--- src/rtl/utf8_stream_decoder_assert.svh ---
// assertion helpers for the utf8 stream decoder
`ifndef UTF8_STREAM_DECODER_ASSERT_SVH
`define UTF8_STREAM_DECODER_ASSERT_SVH

// property checked on every rising edge of clk, off while rst is high
`define UTF8SD_ASSERT(lbl, prop, msg) \
  lbl: assert property (@(posedge clk) disable iff (rst) prop) else $error(msg);

// condition that must never be true
`define UTF8SD_NEVER(lbl, cond, msg) \
  `UTF8SD_ASSERT(lbl, !(cond), msg)

`endif

--- src/rtl/utf8sd_pkg.sv ---
`timescale 1ns / 1ps

package utf8sd_pkg;

  localparam int CP_W    = 31;
  localparam int QDEPTH  = 4;
  localparam int QPTR_W  = $clog2(QDEPTH);
  localparam int LEVEL_W = QPTR_W + 1;

  localparam logic [CP_W-1:0] QMARK = CP_W'(63);

  // lead byte patterns, mask and expected bits
  localparam logic [7:0] LEAD2_MASK = 8'hE0;
  localparam logic [7:0] LEAD2_CODE = 8'hC0;
  localparam logic [7:0] LEAD3_MASK = 8'hF0;
  localparam logic [7:0] LEAD3_CODE = 8'hE0;
  localparam logic [7:0] LEAD4_MASK = 8'hF8;
  localparam logic [7:0] LEAD4_CODE = 8'hF0;
  localparam logic [7:0] LEAD5_MASK = 8'hFC;
  localparam logic [7:0] LEAD5_CODE = 8'hF8;
  localparam logic [7:0] LEAD6_MASK = 8'hFE;
  localparam logic [7:0] LEAD6_CODE = 8'hFC;
  localparam logic [7:0] CONT_MASK  = 8'hC0;
  localparam logic [7:0] CONT_CODE  = 8'h80;
  localparam logic [7:0] PAY_MASK   = 8'h3F;

  typedef enum logic [1:0] {
    KIND_ASCII,
    KIND_LEAD,
    KIND_BAD
  } kind_t;

  typedef struct packed {
    kind_t      kind;
    logic [4:0] pay;
    logic [2:0] rem;
  } start_t;

  typedef struct packed {
    logic [CP_W-1:0] code_point;
    logic            last_of_item;
    logic            last_of_string;
  } result_t;

  // results produced by one byte transfer
  typedef struct packed {
    logic [1:0] n;
    result_t    r0;
    result_t    r1;
  } push_t;

  typedef struct packed {
    logic [LEVEL_W-1:0] level;
    logic               room;
  } q_stat_t;

  function automatic start_t classify(input logic [7:0] b);
    start_t s;
    s.kind = KIND_LEAD;
    s.pay  = 5'd0;
    s.rem  = 3'd0;
    if (!b[7]) begin
      s.kind = KIND_ASCII;
    end else if ((b & LEAD2_MASK) == LEAD2_CODE) begin
      s.pay = b[4:0];
      s.rem = 3'd1;
    end else if ((b & LEAD3_MASK) == LEAD3_CODE) begin
      s.pay = {1'b0, b[3:0]};
      s.rem = 3'd2;
    end else if ((b & LEAD4_MASK) == LEAD4_CODE) begin
      s.pay = {2'b0, b[2:0]};
      s.rem = 3'd3;
    end else if ((b & LEAD5_MASK) == LEAD5_CODE) begin
      s.pay = {3'b0, b[1:0]};
      s.rem = 3'd4;
    end else if ((b & LEAD6_MASK) == LEAD6_CODE) begin
      s.pay = {4'b0, b[0]};
      s.rem = 3'd5;
    end else begin
      s.kind = KIND_BAD;
    end
    return s;
  endfunction

endpackage

--- src/rtl/utf8sd_byte_if.sv ---
`timescale 1ns / 1ps

interface utf8sd_byte_if;
  logic       valid;
  logic       ready;
  logic [7:0] byte_in;
  logic       end_of_string;

  modport source (output valid, byte_in, end_of_string, input ready);
  modport sink (input valid, byte_in, end_of_string, output ready);
endinterface

--- src/rtl/utf8sd_cp_if.sv ---
`timescale 1ns / 1ps

interface utf8sd_cp_if;
  logic        valid;
  logic        ready;
  logic [30:0] code_point;
  logic        last_of_item;
  logic        last_of_string;

  modport source (output valid, code_point, last_of_item, last_of_string, input ready);
  modport sink (input valid, code_point, last_of_item, last_of_string, output ready);
endinterface

--- src/rtl/utf8sd_core.sv ---
`timescale 1ns / 1ps

module utf8sd_core (
  input  logic              clk,
  input  logic              rst,
  input  logic              fire,
  input  logic [7:0]        byte_in,
  input  logic              end_of_string,
  output utf8sd_pkg::push_t push
);
  import utf8sd_pkg::*;

  logic [CP_W-1:0] partial_value;
  logic [CP_W-1:0] partial_value_next;
  logic [2:0]      bytes_remaining;
  logic [2:0]      bytes_remaining_next;

  start_t          st;
  logic            in_seq;
  logic            is_cont;
  logic [CP_W-1:0] shifted;
  logic [2:0]      rem_dec;
  logic            st_emit;
  logic [CP_W-1:0] st_val;
  logic [1:0]      n;
  logic [CP_W-1:0] v0;
  logic [CP_W-1:0] v1;

  assign st      = classify(byte_in);
  assign in_seq  = (bytes_remaining != 3'd0);
  assign is_cont = ((byte_in & CONT_MASK) == CONT_CODE);
  assign shifted = {partial_value[CP_W-7:0], byte_in[5:0] & PAY_MASK[5:0]};
  assign rem_dec = bytes_remaining - 3'd1;

  // what a byte gives when it starts a new character
  always_comb begin
    st_emit = 1'b1;
    st_val  = QMARK;
    case (st.kind)
      KIND_ASCII: st_val = CP_W'(byte_in);
      KIND_LEAD: begin
        st_emit = end_of_string;
        st_val  = CP_W'(st.pay);
      end
      default: st_val = QMARK;
    endcase
  end

  // results of this byte
  always_comb begin
    n  = 2'd0;
    v0 = st_val;
    v1 = st_val;
    if (in_seq && is_cont) begin
      v0 = shifted;
      n  = (rem_dec == 3'd0 || end_of_string) ? 2'd1 : 2'd0;
    end else if (in_seq) begin
      // broken sequence: flag it, then restart on the same byte
      v0 = QMARK;
      n  = st_emit ? 2'd2 : 2'd1;
    end else begin
      n  = st_emit ? 2'd1 : 2'd0;
    end

    push.n                 = fire ? n : 2'd0;
    push.r0.code_point     = v0;
    push.r0.last_of_item   = (n == 2'd1);
    push.r0.last_of_string = (n == 2'd1) && end_of_string;
    push.r1.code_point     = v1;
    push.r1.last_of_item   = 1'b1;
    push.r1.last_of_string = end_of_string;
  end

  always_comb begin
    partial_value_next   = partial_value;
    bytes_remaining_next = bytes_remaining;
    if (end_of_string) begin
      partial_value_next   = '0;
      bytes_remaining_next = 3'd0;
    end else if (in_seq && is_cont) begin
      if (rem_dec == 3'd0) begin
        partial_value_next = '0;
      end else begin
        partial_value_next = shifted;
      end
      bytes_remaining_next = rem_dec;
    end else if (st.kind == KIND_LEAD) begin
      partial_value_next   = CP_W'(st.pay);
      bytes_remaining_next = st.rem;
    end else begin
      partial_value_next   = '0;
      bytes_remaining_next = 3'd0;
    end
  end

  always_ff @(posedge clk) begin
    if (rst) begin
      partial_value   <= '0;
      bytes_remaining <= 3'd0;
    end else if (fire) begin
      partial_value   <= partial_value_next;
      bytes_remaining <= bytes_remaining_next;
    end
  end

endmodule

--- src/rtl/utf8sd_outq.sv ---
`timescale 1ns / 1ps

module utf8sd_outq (
  input  logic                clk,
  input  logic                rst,
  input  utf8sd_pkg::push_t   push,
  input  logic                pop,
  output utf8sd_pkg::result_t head,
  output utf8sd_pkg::q_stat_t stat
);
  import utf8sd_pkg::*;

  result_t             entries [QDEPTH];
  logic [QPTR_W-1:0]   rd_ptr;
  logic [QPTR_W-1:0]   wr_ptr;
  logic [QPTR_W-1:0]   wr_ptr_plus;
  logic [LEVEL_W-1:0]  level;
  logic [LEVEL_W-1:0]  level_next;

  assign wr_ptr_plus = wr_ptr + QPTR_W'(1);
  assign level_next  = level + LEVEL_W'(push.n) - LEVEL_W'(pop);
  assign head        = entries[rd_ptr];
  assign stat.level  = level;
  assign stat.room   = (level <= LEVEL_W'(QDEPTH - 2));

  always_ff @(posedge clk) begin
    if (push.n != 2'd0) begin
      entries[wr_ptr] <= push.r0;
    end
    if (push.n == 2'd2) begin
      entries[wr_ptr_plus] <= push.r1;
    end
  end

  always_ff @(posedge clk) begin
    if (rst) begin
      rd_ptr <= '0;
      wr_ptr <= '0;
      level  <= '0;
    end else begin
      wr_ptr <= wr_ptr + QPTR_W'(push.n);
      if (pop) begin
        rd_ptr <= rd_ptr + QPTR_W'(1);
      end
      level <= level_next;
    end
  end

endmodule

--- src/rtl/utf8_stream_decoder.sv ---
`timescale 1ns / 1ps

// utf8 stream decoder: takes one byte per transfer on din and gives decoded code points
// (up to 31 bits, old 5- and 6-byte forms included) on dout. a byte is decoded in the
// cycle it is transferred and its results are written into the result queue. din takes a
// byte every cycle as long as the 4-entry result queue has room for two results, so the
// rate is one byte per cycle while dout keeps up; a byte that breaks a sequence and is
// itself a full character yields two results and uses two queue slots, so such bytes
// drain at the output's one result per cycle. lead and continuation bytes that do not
// finish a character give no result. malformed input gives '?' (63); end_of_string on
// an unfinished sequence gives the bits gathered so far. last_of_item marks the final
// result of a byte, last_of_string the final result of a string.
module utf8_stream_decoder (
  input logic         clk,
  input logic         rst,
  utf8sd_byte_if.sink din,
  utf8sd_cp_if.source dout
);
  import utf8sd_pkg::*;

  logic    in_fire;
  logic    out_fire;
  push_t   push;
  result_t head;
  q_stat_t q_stat;

  // byte side: accept while two queue slots are free
  assign din.ready = q_stat.room;
  assign in_fire   = din.valid && din.ready;

  // decode state and per-byte result generation
  utf8sd_core u_core (
    .clk           (clk),
    .rst           (rst),
    .fire          (in_fire),
    .byte_in       (din.byte_in),
    .end_of_string (din.end_of_string),
    .push          (push)
  );

  // result queue between decode and output transfer
  utf8sd_outq u_outq (
    .clk  (clk),
    .rst  (rst),
    .push (push),
    .pop  (out_fire),
    .head (head),
    .stat (q_stat)
  );

  assign dout.valid          = (q_stat.level != '0);
  assign dout.code_point     = head.code_point;
  assign dout.last_of_item   = head.last_of_item;
  assign dout.last_of_string = head.last_of_string;
  assign out_fire            = dout.valid && dout.ready;

  `include "utf8_stream_decoder_assert.svh"

  // queue never holds more than its depth
  `UTF8SD_NEVER(a_level_max, q_stat.level > LEVEL_W'(QDEPTH), "result queue overflow")
  // only the second of two results closes the byte
  `UTF8SD_NEVER(a_two_last, (push.n == 2'd2) && push.r0.last_of_item, "early last_of_item")
  // results are only produced for an accepted byte
  `UTF8SD_NEVER(a_push_idle, !in_fire && (push.n != 2'd0), "result without byte transfer")
  // after a push, dout is valid next cycle
  `UTF8SD_ASSERT(a_push_vis, (push.n != 2'd0) |=> dout.valid, "pushed result not visible")

endmodule
--- src/flat_wrapper.sv ---
// flat-port wrapper written by rule: the top's interface ports become plain ports
module utf8_stream_decoder_flat import utf8sd_pkg::*;
  (clk, rst, din_valid, din_byte_in, din_end_of_string, din_ready, dout_valid, dout_code_point, dout_last_of_item, dout_last_of_string, dout_ready);
  utf8sd_byte_if din_i ();
  utf8sd_cp_if dout_i ();
  input logic clk;
  input logic rst;
  input wire logic [$bits(din_i.valid)-1:0] din_valid;
  input wire logic [$bits(din_i.byte_in)-1:0] din_byte_in;
  input wire logic [$bits(din_i.end_of_string)-1:0] din_end_of_string;
  output wire logic [$bits(din_i.ready)-1:0] din_ready;
  output wire logic [$bits(dout_i.valid)-1:0] dout_valid;
  output wire logic [$bits(dout_i.code_point)-1:0] dout_code_point;
  output wire logic [$bits(dout_i.last_of_item)-1:0] dout_last_of_item;
  output wire logic [$bits(dout_i.last_of_string)-1:0] dout_last_of_string;
  input wire logic [$bits(dout_i.ready)-1:0] dout_ready;
  assign din_i.valid = din_valid;
  assign din_i.byte_in = din_byte_in;
  assign din_i.end_of_string = din_end_of_string;
  assign din_ready = din_i.ready;
  assign dout_valid = dout_i.valid;
  assign dout_code_point = dout_i.code_point;
  assign dout_last_of_item = dout_i.last_of_item;
  assign dout_last_of_string = dout_i.last_of_string;
  assign dout_i.ready = dout_ready;
  utf8_stream_decoder u_core (.clk(clk), .rst(rst), .din(din_i), .dout(dout_i));
endmodule
--- config.mk ---
export PLATFORM = sky130hd
export DESIGN_NAME = utf8_stream_decoder_flat
export DESIGN_NICKNAME = d
export VERILOG_FILES = /design/src/rtl/utf8sd_pkg.sv /design/src/rtl/utf8sd_byte_if.sv /design/src/rtl/utf8sd_cp_if.sv /design/src/rtl/utf8sd_core.sv /design/src/rtl/utf8sd_outq.sv /design/src/rtl/utf8_stream_decoder.sv /design/src/flat_wrapper.sv
export VERILOG_INCLUDE_DIRS = /design/src /design/src/rtl
export SDC_FILE = /design/constraint.sdc
export NUM_CORES = 1
export LEC_CHECK = 0
export CORE_MARGIN = 2
export CORE_UTILIZATION = 40
export DETAILED_ROUTE_END_ITERATION = 6
export DONT_BUFFER_PORTS = 1
export PLACE_DENSITY = 0.63
export SETUP_SLACK_MARGIN = 0.5
export SLEW_MARGIN = 40
export SYNTH_ARGS = -nofsm -noshare
export SYNTH_HDL_FRONTEND = slang
export SYNTH_HIERARCHICAL = 1
export SYNTH_SLANG_ARGS = --single-unit
--- constraint.sdc ---
create_clock -name clk -period 10.91 [get_ports clk]
set_input_delay 0 -clock clk [delete_from_list [all_inputs] [get_ports clk]]
set_output_delay 0 -clock clk [all_outputs]
set_load 0.01 [all_outputs]
==> results list <==
- Placer Congestion: 0.844
- Synthesis handed over a netlist of 575 instances.
* Standard cell core area: 21800 µm²
- Counting instances in the post-synthesis netlist gives the leading cell types as sky130_fd_sc_hd__edfxtp_1 (132), sky130_fd_sc_hd__mux2_2 (88), sky130_fd_sc_hd__mux2_4 (39).
- Number of enable flip-flop cells after synthesis: 132
* Number of nets in the final layout: 608
- Summing all placed instances gives a cell area of 9080 µm².
- Avg Cell Area, Syn: 15.5 µm²
- Once the clock tree was built, the resizer swapped 0 gates to a different size.
* Number of clock buffers inserted by TritonCTS: 17
- Period utilisation layout: 36.1%
- Category of the worst setup path launch point: register
* TritonCTS clock tree: built
* Post-DP HPWL: 11600 µm
- For this run, the top clock speed supported by timing is 0.254 GHz.
* DRC violation count after routing: 0
- Cell variety after synth: 68
- Die extent in y: 153 µm
- Setup repair after global routing left no endpoint under its margin.
- # IOs: 48
* Antenna viol nets, final: 0
* Total count of max-transition violations in the final report: 0
* Drt total wl: 18800 µm
- Power spread over the standard cell area amounts to 179 nW/µm².
- Across the run, the number of max-cap violations was 0.
- Dividing the detail-routed wire length by the instance count gives 21.4 µm.
- Of all nets on the critical path, the largest fanout is 34.
- The final hold violation count came to 0.
* Kind of path behind the tightest hold check: input pin to register
* Post-detailed-route via-to-cell ratio: 5.54
* Number of antenna violations at the first check in global routing: 0
- The number of placed instances, taps included, is 829.
* Global-route wire length before repair: 29400 µm
* Sequential element share of the synthesized area: 52.9%
- Setup violations remaining at the end of the flow were counted as 0.
- Among all cell types in the netlist, the one instantiated most often is sky130_fd_sc_hd__edfxtp_1.
- Of the post-synthesis cell area, the dominant cell type holds 44.5%.
- Entering global routing, the biggest net connects 35 pins.
- Synth async-reset ratio: 0%
- The most critical setup path has its startpoint at u_core/u_core/bytes_remaining[0].
- The clock net in this run drives a total of 169 sinks.
* Met3 track demand over resource: 3.97%
- Worst slew margin: 47.1%
- The area growth from synthesis to layout is 10.6%.
- Worst-case clock buffer depth: 2
- Crit Reg-Reg Startpoint: u_core/u_core/bytes_remaining[0]
- For flop-to-flop paths, the worst setup slack is 6980 ps.
* Number of global-route vias before repair: 5134
- Once routing completed, OpenROAD measured the worst setup slack at 6980 ps.
- For the worst setup path, the data arrival time is 4080 ps.
- Total negative slack for setup checks: 0 ps
- Across the routed clock network, the largest skew measured is 7.89 ps.
- Share of the core filled with cells in the final layout: 45.1%
* Die width: 153 µm
- The worst path in the final design needs a cycle of 3930 ps, including I/O delays and setup.
- GRT Util Overall: 16.5%
- Outcome: finished, final reports clean
- Critical path data required time: 11050 ps
- The number of antenna diodes in the final layout is 0.
- Synth top area cells: sky130_fd_sc_hd__edfxtp_1 (45%), sky130_fd_sc_hd__mux2_2 (11%), sky130_fd_sc_hd__mux4_2 (8.4%)
- Across all layers, the routed design uses 4868 vias.
* Clock input transition at the sequential cells of the worst setup and hold paths: 60 ps
- Tightest Pin Transition: 793 ps
* Share of cells above drive strength 1: 41.4%
- The slowest stage of the critical path is the sky130_fd_sc_hd__a21oi_1 cell.
* Maximum ir drop on the vdd rail: 0.106 mV
* Most area-hungry cell type in the Yosys netlist: sky130_fd_sc_hd__edfxtp_1
- The initial utilization of the core area, before any placement, comes to 40.8%.
- Skew-Pair Late Insertion Delay: 430 ps
- Global routing's busiest layer: met2
- Post-layout instance area: 9840 µm²
- After the flow finishes, the layout carries non-filler instances totaling 879.
- CP delay by family, top: buffers and inverters
* Static Leakage: 0.00352 µW
- CTS H-Tree Depth: 4
* Worst min-delay path startpoint: din_byte_in[4]
- The setup path with the least slack is of type register to register.
- Num rows: 54
- Worst path cell trace: inv_1 > ha_1 > nor2b_2 > inv_1 > ha_1 > nand2_1 > a21oi_1 > nand4b_2 > buf_4 > o311ai_2 > buf_4
- Number of synthesized register bits: 169
- At the placement stage, the worst setup path has a slack of 6970 ps.
- Post-Synthesis Cell Area: 8900 µm²
- In the global route stage, met1 resource usage came out at 20.9%.
- Total grt overflow: 0
* CP max stage delay: 650 ps
- Crit path capture type: register
- YS warnings: 6
- The first detailed-routing pass took 5 iterations.
- Met2 layer usage reported by global route: 27.7%
* Buffers added on ports: 0
* Die area: 23500 µm²
- CTS placed an instance of sky130_fd_sc_hd__clkbuf_16 at the clock tree root.
- After the first detailed-routing iteration, the DRC count stood at 264.
- The number of buffers and inverters on the critical path is 4.
- For this run, the leading register cell type out of synthesis is sky130_fd_sc_hd__edfxtp_1.
cell families (layout without fill, tap and decap cells):
group	Yosys count	in the layout	share of synthesized area (%)
AO/OA/AOI/OAI	65	65	6.10
XOR/XNOR	4	4	0.717
adder cells (fa/ha/maj)	9	9	1.35
buffers and inverters	76	77	5.81
flip-flops	169	169	52.9
multiplexers	167	167	26.9
other	2	25	0.0844
AND/OR/NAND/NOR	83	83	6.16
where the power goes:
part           internal, µW  leakage (µW)  switching [µW]
clock network           336      0.000286             244
registers               772       0.00141            25.0
logic                   165       0.00182             215
what timing repair did:
action	4_1_cts	5_1_grt
endpoints found under the hold margin	33	0
setup buffers	0	0
hold buffers	17	0
through the flow:
step	hold slack (ps)	power (µW)
after CTS	3.92	1780
after global routing	16.3	1840
after floorplan	66.7	1100
final	25.3	1760
after detailed placement	75.1	1200
after global placement	71.2	1180
cells in the final DEF, fill, tap and decap left out, types with 6 or more instances in the layout:
master                          count
sky130_fd_sc_hd__dfxtp_1           36
sky130_fd_sc_hd__a21oi_1           12
sky130_fd_sc_hd__a22o_2            16
sky130_fd_sc_hd__ha_1               8
sky130_fd_sc_hd__nor2_1            12
sky130_fd_sc_hd__mux2_2            88
sky130_fd_sc_hd__mux2_4            39
sky130_fd_sc_hd__nand2_1            9
sky130_fd_sc_hd__dlygate4sd3_1     17
sky130_fd_sc_hd__edfxtp_1         132
sky130_fd_sc_hd__mux4_2            33
sky130_fd_sc_hd__buf_4             11
sky130_fd_sc_hd__inv_1             12
sky130_fd_sc_hd__conb_1            25
sky130_fd_sc_hd__a22o_1             6
sky130_fd_sc_hd__clkbuf_16         19
sky130_fd_sc_hd__and3_1            25
registers in the layout (all words and copies together) (netlist names), named ones only:
| name | flops |
|---|---|
| u_core/u_outq/entries | 132 |
| u_core/u_core/partial_value | 25 |
| u_core/u_core/bytes_remaining | 3 |
| u_core/u_outq/level | 3 |
| u_core/u_outq/rd_ptr | 2 |
| u_core/u_outq/wr_ptr | 2 |
layout make-up:
type	instances	area, µm²
Clock inverter	9	57.6
Timing Repair Buffer	33	374
Tap cell	280	350
Multi-Input combinational cell	353	3790
Fill cell	1892	12000
Sequential cell	169	4710
Clock buffer	23	520
Inverter	12	45.0
final timing paths:
kind	end	cells after the start
setup / recovery	u_core/u_outq/entries[0][11]	11
hold / removal	u_core/u_outq/entries[1][6]	2
setup reg to reg	u_core/u_outq/entries[0][11]	11
hold reg to reg	u_core/u_core/partial_value[24]	1
layer usage:
layer | part of all wire (%) | vias to the layer above
met5 | 0 | -
met4 | 1.5 | 0
met3 | 4.8 | 22
met2 | 50 | 127
met1 | 44 | 2492
li1 | - | 2227
No activity file was read; power rests on OpenSTA's default activity.
